**src/rtl/core/brf_pkg.sv**
```systemverilog
// ----------------------------------------------------------------------------
// brf_pkg
// shared types and constants of the byte ring fifo core
// ----------------------------------------------------------------------------
package brf_pkg;

    localparam int DATA_W     = 8;
    localparam int CNT_OUT_W  = 8;
    localparam int APB_ADDR_W = 3;
    localparam int APB_DATA_W = 32;

    // register index taken from paddr[2]
    localparam logic REG_CAPACITY = 1'b0;

    localparam logic [7:0] CAP_RESET = 8'hFF;
    localparam logic [7:0] TALLY_MAX = 8'hFF;

    localparam logic OP_WRITE = 1'b0;
    localparam logic OP_READ  = 1'b1;

    // per-cycle command broadcast to every cell
    typedef struct packed {
        logic clear;   // empty the whole row
        logic shift;   // accepted read, every cell takes its right neighbor
        logic load;    // accepted write, first free cell takes the byte
    } cell_ctl_t;

    typedef struct packed {
        logic                 accepted;
        logic [DATA_W-1:0]    read_data;
        logic [CNT_OUT_W-1:0] stored_count;
        logic [CNT_OUT_W-1:0] free_count;
        logic                 is_empty;
        logic                 is_full;
        logic [CNT_OUT_W-1:0] moved_in_request;
    } rsp_t;

endpackage

```
**src/rtl/core/brf_if.sv**
```systemverilog
// ----------------------------------------------------------------------------
// brf_if
// valid/ready channels of the byte ring fifo core
// ----------------------------------------------------------------------------
interface brf_req_if;
    logic       valid;
    logic       ready;
    logic       operation;
    logic [7:0] write_data;
    logic       last_of_request;

    modport source (output valid, output operation, output write_data,
                    output last_of_request, input ready);
    modport sink   (input valid, input operation, input write_data,
                    input last_of_request, output ready);
endinterface

interface brf_rsp_if;
    logic       valid;
    logic       ready;
    logic       accepted;
    logic [7:0] read_data;
    logic [7:0] stored_count;
    logic [7:0] free_count;
    logic       is_empty;
    logic       is_full;
    logic [7:0] moved_in_request;

    modport source (output valid, output accepted, output read_data,
                    output stored_count, output free_count, output is_empty,
                    output is_full, output moved_in_request, input ready);
    modport sink   (input valid, input accepted, input read_data,
                    input stored_count, input free_count, input is_empty,
                    input is_full, input moved_in_request, output ready);
endinterface

```
**src/rtl/core/byte_ring_fifo_core.sv**
```systemverilog
// ----------------------------------------------------------------------------
// byte_ring_fifo_core
// byte fifo with run-time capacity, built as a row of shifting cells
// ----------------------------------------------------------------------------
// usage
//   req: one word per byte operation (operation: 0 write, 1 read), with the
//     byte to store and a last marker that closes the current request
//   rsp: one word per req word: accepted flag, byte read, stored and free
//     counts, empty/full flags and the bytes moved so far in the request
//   apb: register 0 (byte address 0) is capacity; writing it empties the fifo
//     and clears the request tally, capacity 0 refuses every operation
//   output: each rsp word is registered in the result buffer before it shows
//   throughput: one word per cycle while req.ready is high; each byte cell
//     updates from its left/right neighbors, so the row sets the pace, not a
//     memory port
//   stall: a two-entry result buffer lets req be taken while one rsp word
//     waits; req.ready drops only when both entries are full
//   reset: fifo empty, tally zero, capacity 255; req.ready rises from a
//     registered up flag that sets once rst_n is released
//   a read takes the head cell and every cell shifts one place toward it;
//   a write fills the first empty cell behind the last filled one
// ----------------------------------------------------------------------------
module byte_ring_fifo_core #(
    parameter int MAX_CAPACITY = 255
) (
    input  logic                             clk,
    input  logic                             rst_n,
    input  logic                             psel,
    input  logic                             penable,
    input  logic                             pwrite,
    input  logic [brf_pkg::APB_ADDR_W-1:0]   paddr,
    input  logic [brf_pkg::APB_DATA_W-1:0]   pwdata,
    output logic [brf_pkg::APB_DATA_W-1:0]   prdata,
    output logic                             pready,
    brf_req_if.sink                          req,
    brf_rsp_if.source                        rsp
);

    // one cell per usable byte
    localparam int NCELL = MAX_CAPACITY;

    brf_pkg::cell_ctl_t            cell_ctl;
    brf_pkg::rsp_t                 rsp_word;
    logic                          rsp_valid;
    logic                          req_ready;
    logic [NCELL-1:0]              cell_valid;
    logic [brf_pkg::DATA_W-1:0]    cell_data [NCELL];

    assign pready = 1'b1;

    brf_ctrl #(
        .MAX_CAPACITY (MAX_CAPACITY)
    ) u_ctrl (
        .clk           (clk),
        .rst_n         (rst_n),
        .psel          (psel),
        .penable       (penable),
        .pwrite        (pwrite),
        .paddr         (paddr),
        .pwdata        (pwdata),
        .prdata        (prdata),
        .req_valid     (req.valid),
        .req_operation (req.operation),
        .req_last      (req.last_of_request),
        .req_ready     (req_ready),
        .head_data     (cell_data[0]),
        .cell_ctl      (cell_ctl),
        .rsp           (rsp_word),
        .rsp_valid     (rsp_valid),
        .rsp_ready     (rsp.ready)
    );

    // the cell row: head at index 0, tail grows upward
    for (genvar i = 0; i < NCELL; i++)
    begin : g_cell
        logic                       prev_valid;
        logic                       next_valid;
        logic [brf_pkg::DATA_W-1:0] next_data;

        if (i == 0)
        begin : g_head
            assign prev_valid = 1'b1;
        end
        else
        begin : g_body
            assign prev_valid = cell_valid[i-1];
        end

        if (i == NCELL - 1)
        begin : g_end
            assign next_valid = 1'b0;
            assign next_data  = '0;
        end
        else
        begin : g_link
            assign next_valid = cell_valid[i+1];
            assign next_data  = cell_data[i+1];
        end

        brf_cell u_cell (
            .clk        (clk),
            .rst_n      (rst_n),
            .ctl        (cell_ctl),
            .write_data (req.write_data),
            .prev_valid (prev_valid),
            .next_valid (next_valid),
            .next_data  (next_data),
            .valid      (cell_valid[i]),
            .data       (cell_data[i])
        );
    end

    assign req.ready            = req_ready;
    assign rsp.valid            = rsp_valid;
    assign rsp.accepted         = rsp_word.accepted;
    assign rsp.read_data        = rsp_word.read_data;
    assign rsp.stored_count     = rsp_word.stored_count;
    assign rsp.free_count       = rsp_word.free_count;
    assign rsp.is_empty         = rsp_word.is_empty;
    assign rsp.is_full          = rsp_word.is_full;
    assign rsp.moved_in_request = rsp_word.moved_in_request;

endmodule

```
**src/rtl/core/brf_cell.sv**
```systemverilog
// ----------------------------------------------------------------------------
// brf_cell
// one byte slot of the fifo row, fed from its right neighbor on reads
// ----------------------------------------------------------------------------
module brf_cell (
    input  logic                         clk,
    input  logic                         rst_n,
    input  brf_pkg::cell_ctl_t           ctl,
    input  logic [brf_pkg::DATA_W-1:0]   write_data,
    input  logic                         prev_valid,
    input  logic                         next_valid,
    input  logic [brf_pkg::DATA_W-1:0]   next_data,
    output logic                         valid,
    output logic [brf_pkg::DATA_W-1:0]   data
);

    logic                       valid_reg;
    logic                       valid_next;
    logic [brf_pkg::DATA_W-1:0] data_reg;
    logic [brf_pkg::DATA_W-1:0] data_next;

    always_comb
    begin
        valid_next = valid_reg;
        data_next  = data_reg;
        if (ctl.clear)
        begin
            valid_next = 1'b0;
        end
        else if (ctl.shift)
        begin
            valid_next = next_valid;
            data_next  = next_data;
        end
        else if (ctl.load && !valid_reg && prev_valid)
        begin
            // tail cell: first empty slot after a filled one, or the head cell when the row is empty
            valid_next = 1'b1;
            data_next  = write_data;
        end
    end

    always_ff @(posedge clk or negedge rst_n)
    begin
        if (!rst_n)
        begin
            valid_reg <= 1'b0;
        end
        else
        begin
            valid_reg <= valid_next;
        end
    end

    always_ff @(posedge clk)
    begin
        data_reg <= data_next;
    end

    assign valid = valid_reg;
    assign data  = data_reg;

endmodule

```
**src/rtl/core/brf_ctrl.sv**
```systemverilog
// ----------------------------------------------------------------------------
// brf_ctrl
// capacity register, fill count, request tally and result buffer
// ----------------------------------------------------------------------------
module brf_ctrl #(
    parameter int MAX_CAPACITY = 255
) (
    input  logic                             clk,
    input  logic                             rst_n,
    input  logic                             psel,
    input  logic                             penable,
    input  logic                             pwrite,
    input  logic [brf_pkg::APB_ADDR_W-1:0]   paddr,
    input  logic [brf_pkg::APB_DATA_W-1:0]   pwdata,
    output logic [brf_pkg::APB_DATA_W-1:0]   prdata,
    input  logic                             req_valid,
    input  logic                             req_operation,
    input  logic                             req_last,
    output logic                             req_ready,
    input  logic [brf_pkg::DATA_W-1:0]       head_data,
    output brf_pkg::cell_ctl_t               cell_ctl,
    output brf_pkg::rsp_t                    rsp,
    output logic                             rsp_valid,
    input  logic                             rsp_ready
);

    localparam int CW = $clog2(MAX_CAPACITY + 1);
    localparam int EW = (CW > 8) ? CW : 8;

    logic [7:0]          capacity_reg;
    logic [CW-1:0]       count_reg;
    logic [CW-1:0]       count_next;
    logic [7:0]          tally_reg;
    logic [7:0]          tally_next;
    logic [7:0]          tally_inc;
    logic                up_reg;

    brf_pkg::rsp_t       out_reg;
    brf_pkg::rsp_t       skid_reg;
    brf_pkg::rsp_t       result;
    logic                out_valid_reg;
    logic                skid_valid_reg;

    logic                cfg_wr;
    logic                push;
    logic                pop;
    logic                is_read;
    logic                can_read;
    logic                can_write;
    logic                moved;
    logic [EW-1:0]       cap_w;
    logic [EW-1:0]       cap_eff_w;
    logic [CW-1:0]       cap_eff;
    logic [CW-1:0]       free_c;
    logic [EW-1:0]       count_w;
    logic [EW-1:0]       free_w;

    // apb: pready tied high, register index from paddr[2]
    assign cfg_wr = psel && penable && pwrite && (paddr[2] == brf_pkg::REG_CAPACITY);
    assign prdata = (paddr[2] == brf_pkg::REG_CAPACITY)
                    ? {{(brf_pkg::APB_DATA_W-8){1'b0}}, capacity_reg}
                    : '0;

    assign cap_w     = EW'(capacity_reg);
    assign cap_eff_w = (cap_w < EW'(MAX_CAPACITY)) ? cap_w : EW'(MAX_CAPACITY);
    assign cap_eff   = cap_eff_w[CW-1:0];

    assign req_ready = up_reg && !skid_valid_reg;
    assign push      = req_valid && req_ready;
    assign pop       = out_valid_reg && rsp_ready;

    assign is_read   = (req_operation == brf_pkg::OP_READ);
    assign can_read  = (count_reg != '0);
    assign can_write = (count_reg < cap_eff);
    assign moved     = is_read ? can_read : can_write;

    always_comb
    begin
        count_next = count_reg;
        if (moved)
        begin
            count_next = is_read ? (count_reg - CW'(1)) : (count_reg + CW'(1));
        end
    end

    assign tally_inc  = (moved && (tally_reg != brf_pkg::TALLY_MAX))
                        ? (tally_reg + 8'd1) : tally_reg;
    assign tally_next = req_last ? 8'd0 : tally_inc;

    assign free_c  = cap_eff - count_next;
    assign count_w = EW'(count_next);
    assign free_w  = EW'(free_c);

    always_comb
    begin
        result.accepted         = moved;
        result.read_data        = (moved && is_read) ? head_data : '0;
        result.stored_count     = count_w[7:0];
        result.free_count       = free_w[7:0];
        result.is_empty         = (count_next == '0);
        result.is_full          = (count_next == cap_eff);
        result.moved_in_request = tally_inc;
    end

    assign cell_ctl.clear = cfg_wr;
    assign cell_ctl.shift = push && is_read && can_read;
    assign cell_ctl.load  = push && !is_read && can_write;

    always_ff @(posedge clk or negedge rst_n)
    begin
        if (!rst_n)
        begin
            capacity_reg   <= brf_pkg::CAP_RESET;
            count_reg      <= '0;
            tally_reg      <= '0;
            up_reg         <= 1'b0;
            out_valid_reg  <= 1'b0;
            skid_valid_reg <= 1'b0;
        end
        else
        begin
            up_reg <= 1'b1;
            if (cfg_wr)
            begin
                capacity_reg <= pwdata[7:0];
                count_reg    <= '0;
                tally_reg    <= '0;
            end
            else if (push)
            begin
                count_reg <= count_next;
                tally_reg <= tally_next;
            end

            if (pop)
            begin
                if (skid_valid_reg)
                begin
                    skid_valid_reg <= 1'b0;
                end
                else
                begin
                    out_valid_reg <= push;
                end
            end
            else if (push)
            begin
                if (out_valid_reg)
                begin
                    skid_valid_reg <= 1'b1;
                end
                else
                begin
                    out_valid_reg <= 1'b1;
                end
            end
        end
    end

    always_ff @(posedge clk)
    begin
        if (pop)
        begin
            out_reg <= skid_valid_reg ? skid_reg : result;
        end
        else if (push)
        begin
            if (out_valid_reg)
            begin
                skid_reg <= result;
            end
            else
            begin
                out_reg <= result;
            end
        end
    end

    assign rsp       = out_reg;
    assign rsp_valid = out_valid_reg;

endmodule

```
**src/flat_wrapper.sv**
```systemverilog
// flat-port wrapper written by rule: the top's interface ports become plain ports
module byte_ring_fifo_core_flat 
#(
    parameter int MAX_CAPACITY = 255
)
  (clk, rst_n, psel, penable, pwrite, paddr, pwdata, prdata, pready, req_valid, req_operation, req_write_data, req_last_of_request, req_ready, rsp_valid, rsp_accepted, rsp_read_data, rsp_stored_count, rsp_free_count, rsp_is_empty, rsp_is_full, rsp_moved_in_request, rsp_ready);
  brf_req_if req_i ();
  brf_rsp_if rsp_i ();
  input  logic clk;
  input  logic rst_n;
  input  logic psel;
  input  logic penable;
  input  logic pwrite;
  input  logic [brf_pkg::APB_ADDR_W-1:0] paddr;
  input  logic [brf_pkg::APB_DATA_W-1:0] pwdata;
  output logic [brf_pkg::APB_DATA_W-1:0] prdata;
  output logic pready;
  input wire logic [$bits(req_i.valid)-1:0] req_valid;
  input wire logic [$bits(req_i.operation)-1:0] req_operation;
  input wire logic [$bits(req_i.write_data)-1:0] req_write_data;
  input wire logic [$bits(req_i.last_of_request)-1:0] req_last_of_request;
  output wire logic [$bits(req_i.ready)-1:0] req_ready;
  output wire logic [$bits(rsp_i.valid)-1:0] rsp_valid;
  output wire logic [$bits(rsp_i.accepted)-1:0] rsp_accepted;
  output wire logic [$bits(rsp_i.read_data)-1:0] rsp_read_data;
  output wire logic [$bits(rsp_i.stored_count)-1:0] rsp_stored_count;
  output wire logic [$bits(rsp_i.free_count)-1:0] rsp_free_count;
  output wire logic [$bits(rsp_i.is_empty)-1:0] rsp_is_empty;
  output wire logic [$bits(rsp_i.is_full)-1:0] rsp_is_full;
  output wire logic [$bits(rsp_i.moved_in_request)-1:0] rsp_moved_in_request;
  input wire logic [$bits(rsp_i.ready)-1:0] rsp_ready;
  assign req_i.valid = req_valid;
  assign req_i.operation = req_operation;
  assign req_i.write_data = req_write_data;
  assign req_i.last_of_request = req_last_of_request;
  assign req_ready = req_i.ready;
  assign rsp_valid = rsp_i.valid;
  assign rsp_accepted = rsp_i.accepted;
  assign rsp_read_data = rsp_i.read_data;
  assign rsp_stored_count = rsp_i.stored_count;
  assign rsp_free_count = rsp_i.free_count;
  assign rsp_is_empty = rsp_i.is_empty;
  assign rsp_is_full = rsp_i.is_full;
  assign rsp_moved_in_request = rsp_i.moved_in_request;
  assign rsp_i.ready = rsp_ready;
  byte_ring_fifo_core #(.MAX_CAPACITY(MAX_CAPACITY)) u_core (.clk(clk), .rst_n(rst_n), .psel(psel), .penable(penable), .pwrite(pwrite), .paddr(paddr), .pwdata(pwdata), .prdata(prdata), .pready(pready), .req(req_i), .rsp(rsp_i));
endmodule
```
**config.mk**
```make
export PLATFORM = sky130hd
export DESIGN_NAME = byte_ring_fifo_core_flat
export DESIGN_NICKNAME = d
export VERILOG_FILES = /design/src/rtl/core/brf_pkg.sv /design/src/rtl/core/brf_if.sv /design/src/rtl/core/byte_ring_fifo_core.sv /design/src/rtl/core/brf_cell.sv /design/src/rtl/core/brf_ctrl.sv /design/src/flat_wrapper.sv
export SDC_FILE = /design/constraint.sdc
export NUM_CORES = 2
export LEC_CHECK = 0
export ABC_AREA = 1
export BUFFER_PORTS_ARGS = -buffer_cell sky130_fd_sc_hd__buf_2
export CORE_MARGIN = 8
export CORE_UTILIZATION = 32
export DETAILED_ROUTE_END_ITERATION = 12
export RECOVER_POWER = 50
export SETUP_SLACK_MARGIN = 0.15
export SLEW_MARGIN = 20
export SYNTH_ARGS = -nofsm -noshare
export SYNTH_HDL_FRONTEND = slang
export SYNTH_SLANG_ARGS = --single-unit
```
**constraint.sdc**
```tcl
create_clock -name clk -period 7.6 [get_ports clk]
set_input_delay 1.52 -clock clk [delete_from_list [all_inputs] [get_ports clk]]
set_output_delay 1.52 -clock clk [all_outputs]
set_load 0.02 [all_outputs]
```
==> impl_metrics.toml <==
[sta]
final_max_slew_viol_count = 547
period_share_pct = 76.7
slew_headroom_pct = -238
fmax_mhz = 171
hold_viol = 0
min_period_ns = 5.83
worst_slew_pin_slew_ns = 5.07
setup_viol = 0
rsz0062_at_grt = "no"
clock_skew_ns = 0.0544
whs_ns = 0.483
setup-tns-final_ns = 0

[finish]
largest_reg_flops = 2040
layout_commonest_cell = "nand2_1"
drive_gt1_share_pct = 6.52
fin_nets = 9122
mostFrequentLayoutCells = "4439 x nand2_1, 2110 x edfxtp_1, 583 x inv_1, 324 x a21oi_1, 290 x nor2_1"
nFillCells = 30600
syn2layout_area_growth_pct = 10.7

[clock_network]
clk-insertion-delay-late_ns = 0.87
tritoncts = "yes"
post-cts-setup-buffers = 0
h-tree-depth = 4
cts_buffer_depth = 3
clock-sinks = 2392
root_buffer = "clkbuf_16"
cts_resized = 0
postCtsHoldBufs = 0
clk_pin_slew_ns = 0.06
cts_made_buffers = 238

[critical_path]
cp_top_family = "buffers and inverters"
cp.depth = 7
cp_cell_sequence = "clkbuf_1 -> o21ai_0 -> nor2_4 -> inv_8 -> nand2_4 -> clkbuf_2 -> nand2_1"
worstPathMaxFanout = 56
rrSetupSlack_ns = 2.01
crit_path_end = "u_core.g_cell[192].u_cell.data[4]"
crit_path_start = "req_operation"
cp_slowest_cell = "clkbuf_2"
r2r-start = "u_core.u_ctrl.count_reg[1]"
reg2regPathDepth = 8
arrival_ns = 6.36
crit_path_end_kind = "flop"
worstSetupStartpointType = "input pin"
worstPathRequired_ns = 8.13
critical-path-max-stage-delay_ns = 1.26
r2r_end = "u_core.g_cell[192].u_cell.data[4]"
critPathKind = "in -> reg"
crit_buf_inv = 3

[pwr]
internal_power_mw = 21.3
pwr-share-clk_pct = 42.7
p_sw_mw = 5.84
p_seq_share_pct = 53.4
p_comb_share_pct = 3.9
irDropWorstVdd_v = 0.000189
power_density_nw_per_um2 = 246
swShare_pct = 21.6
power.leakage_nw = 41.4

[yosys]
syn-cell-area_um2 = 99600
yosys-top-cells-area = "edfxtp_1 64%, nand2_1 17%, dfrtp_1 6.9%"
synth_edf_count = 2110
ys_ff_latch = 2392
yosys.area.top_type = "edfxtp_1"
yosysUniqueCellTypes = 44
synth_area_per_cell_um2 = 10.7
synth_top_area_share_pct = 63.6
async_flop_share_pct = 11.8
syn_inst = 9280
synth-main-ff-cell = "edfxtp_1"
ys_warn_count = 0
synth_seq_area_share_pct = 70.7

[routing]
finalWirelength_mm = 205
viasPerCell = 4.65
vias = 62400
dr.pass1.iters = 6
drcViolationCount = 0
initialDrtViolationCount = 5524
post_drt_wl_per_cell_um = 15.3
antenna_left = 0

[flow_run]
cap_violations = 12

[die]
core_area_um2 = 311000
dieHeight_um = 574
row_count = 205
die_w_um = 574
pin_count = 122
initial_core_util_pct = 32.0
design.die.area_um2 = 329000

[place]
dp_hpwl_mm = 114
gp_congestion = 0.781
portBuffers = 70

[global_routing]
antenna_found_initial = 2
grt_overflow = 0
grt_pass1_wl_mm = 336
grt_max_degree = 236
grt_pass1_vias = 62400
gr-usage-all-layers_pct = 12.1

[worst_hold_path]
min_path_type = "reg -> reg"
hold_path_depth = 2

[outcome]
violations = "max-capacitance violations, max-slew violations"
status = "complete, but fails checks"
## worst register-to-register path: stages (launching register included)
cell,delay (ns)
dfrtp_1,0.41
inv_1,0.14
nand4_1,0.10
o21ai_0,1.57
nor2_4,0.38
inv_8,0.57
nand2_4,0.70
clkbuf_2,1.05
nand2_1,0.51
## how the worst min path moves through the flow
stage | from | end | slack, ns
2_1_floorplan | u_core.u_ctrl.skid_reg[12] | u_core.u_ctrl.rsp[12] | 0.49
3_3_place_gp | u_core.g_cell[85].u_cell.data[1] | u_core.g_cell[84].u_cell.data[1] | 0.50
3_5_place_dp | u_core.g_cell[64].u_cell.data[6] | u_core.g_cell[63].u_cell.data[6] | 0.50
4_1_cts | u_core.g_cell[121].u_cell.data[0] | u_core.g_cell[120].u_cell.data[0] | 0.48
5_1_grt | u_core.g_cell[121].u_cell.data[2] | u_core.g_cell[120].u_cell.data[2] | 0.51
6_report | u_core.g_cell[121].u_cell.data[0] | u_core.g_cell[120].u_cell.data[0] | 0.48
## layer usage
metal / GRT usage, % / vias to the layer above / share of wire, %
met1: 17.3 / 30900 / 47
met4: 3.11 / 0 / 1.9
met3: 1.89 / 307 / 5.4
met5: 0 / - / 0
li1: - / 29600 / -
met2: 19.4 / 1569 / 46
## per-stage QoR
step | cell area, µm² | util [%] | worst slack (ns) | power, mW | cells
final | 110000 | 35.4 | 1.77 | 27.1 | 13400
after global routing | 110000 | 35.4 | 1.40 | 28.0 | 13400
after CTS | 111000 | 35.6 | 2.99 | 27.4 | 13400
after detailed placement | 103000 | 33.1 | 2.07 | 15.8 | 12900
after global placement | 103000 | 33.1 | 2.19 | 15.8 | 12900
after floorplan | 99700 | - | 2.91 | 15.4 | 9304
## cell type report
| cell class | instances | area [µm²] | share of cell area (%) |
|---|---|---|---|
| well taps | 4140 | 5180 | 4.70 |
| flip-flops and latches | 2392 | 70400 | 63.9 |
| inverters | 589 | 2230 | 2.02 |
| diodes | 2 | 5.00 | 0.00454 |
| repair buffers | 140 | 1070 | 0.973 |
| multi-input cells | 5686 | 23600 | 21.4 |
| clock inverters | 114 | 1050 | 0.952 |
| clock buffers | 342 | 6680 | 6.06 |
## synth_stat cells (2+ instances only)
| master | number |
|---|---|
| mux2i_1 | 2 |
| clkinv_1 | 2 |
| o21ai_1 | 3 |
| nand3b_1 | 2 |
| xor2_1 | 13 |
| nand2_1 | 4441 |
| buf_2 | 390 |
| o21ai_0 | 65 |
| dfrtp_1 | 274 |
| ha_1 | 21 |
| inv_2 | 4 |
| o31ai_1 | 25 |
| a21oi_1 | 261 |
| o211ai_1 | 16 |
| xnor2_1 | 3 |
| fa_1 | 2 |
| buf_1 | 20 |
| o22ai_1 | 14 |
| nand4_1 | 7 |
| nor2_1 | 291 |
| buf_4 | 61 |
| a21oi_2 | 209 |
| inv_1 | 583 |
| edfxtp_1 | 2110 |
| clkbuf_1 | 142 |
| dfstp_2 | 8 |
| conb_1 | 2 |
| nand2_2 | 6 |
| nand3_1 | 265 |
| buf_6 | 24 |
## power by group through the flow
stage	logic, mW	clock network (mW)	registers, mW
6_report	1.06	11.6	14.5
5_1_grt	1.20	12.3	14.5
4_1_cts	1.08	11.8	14.5
3_5_place_dp	1.07	0	14.7
3_3_place_gp	1.04	0	14.7
2_1_floorplan	0.720	0	14.7
## logic make-up after synthesis
family,after synthesis,share of synthesized area [%]
mux,2,0.0201
xor+xnor,16,0.141
compound gates,598,3.94
simple gates,5021,19.3
other cells,2,0.00754
flops,2392,70.7
buf+inv,1226,5.52
fa+ha+maj,23,0.304
No activity file was read; power rests on OpenSTA's default activity.
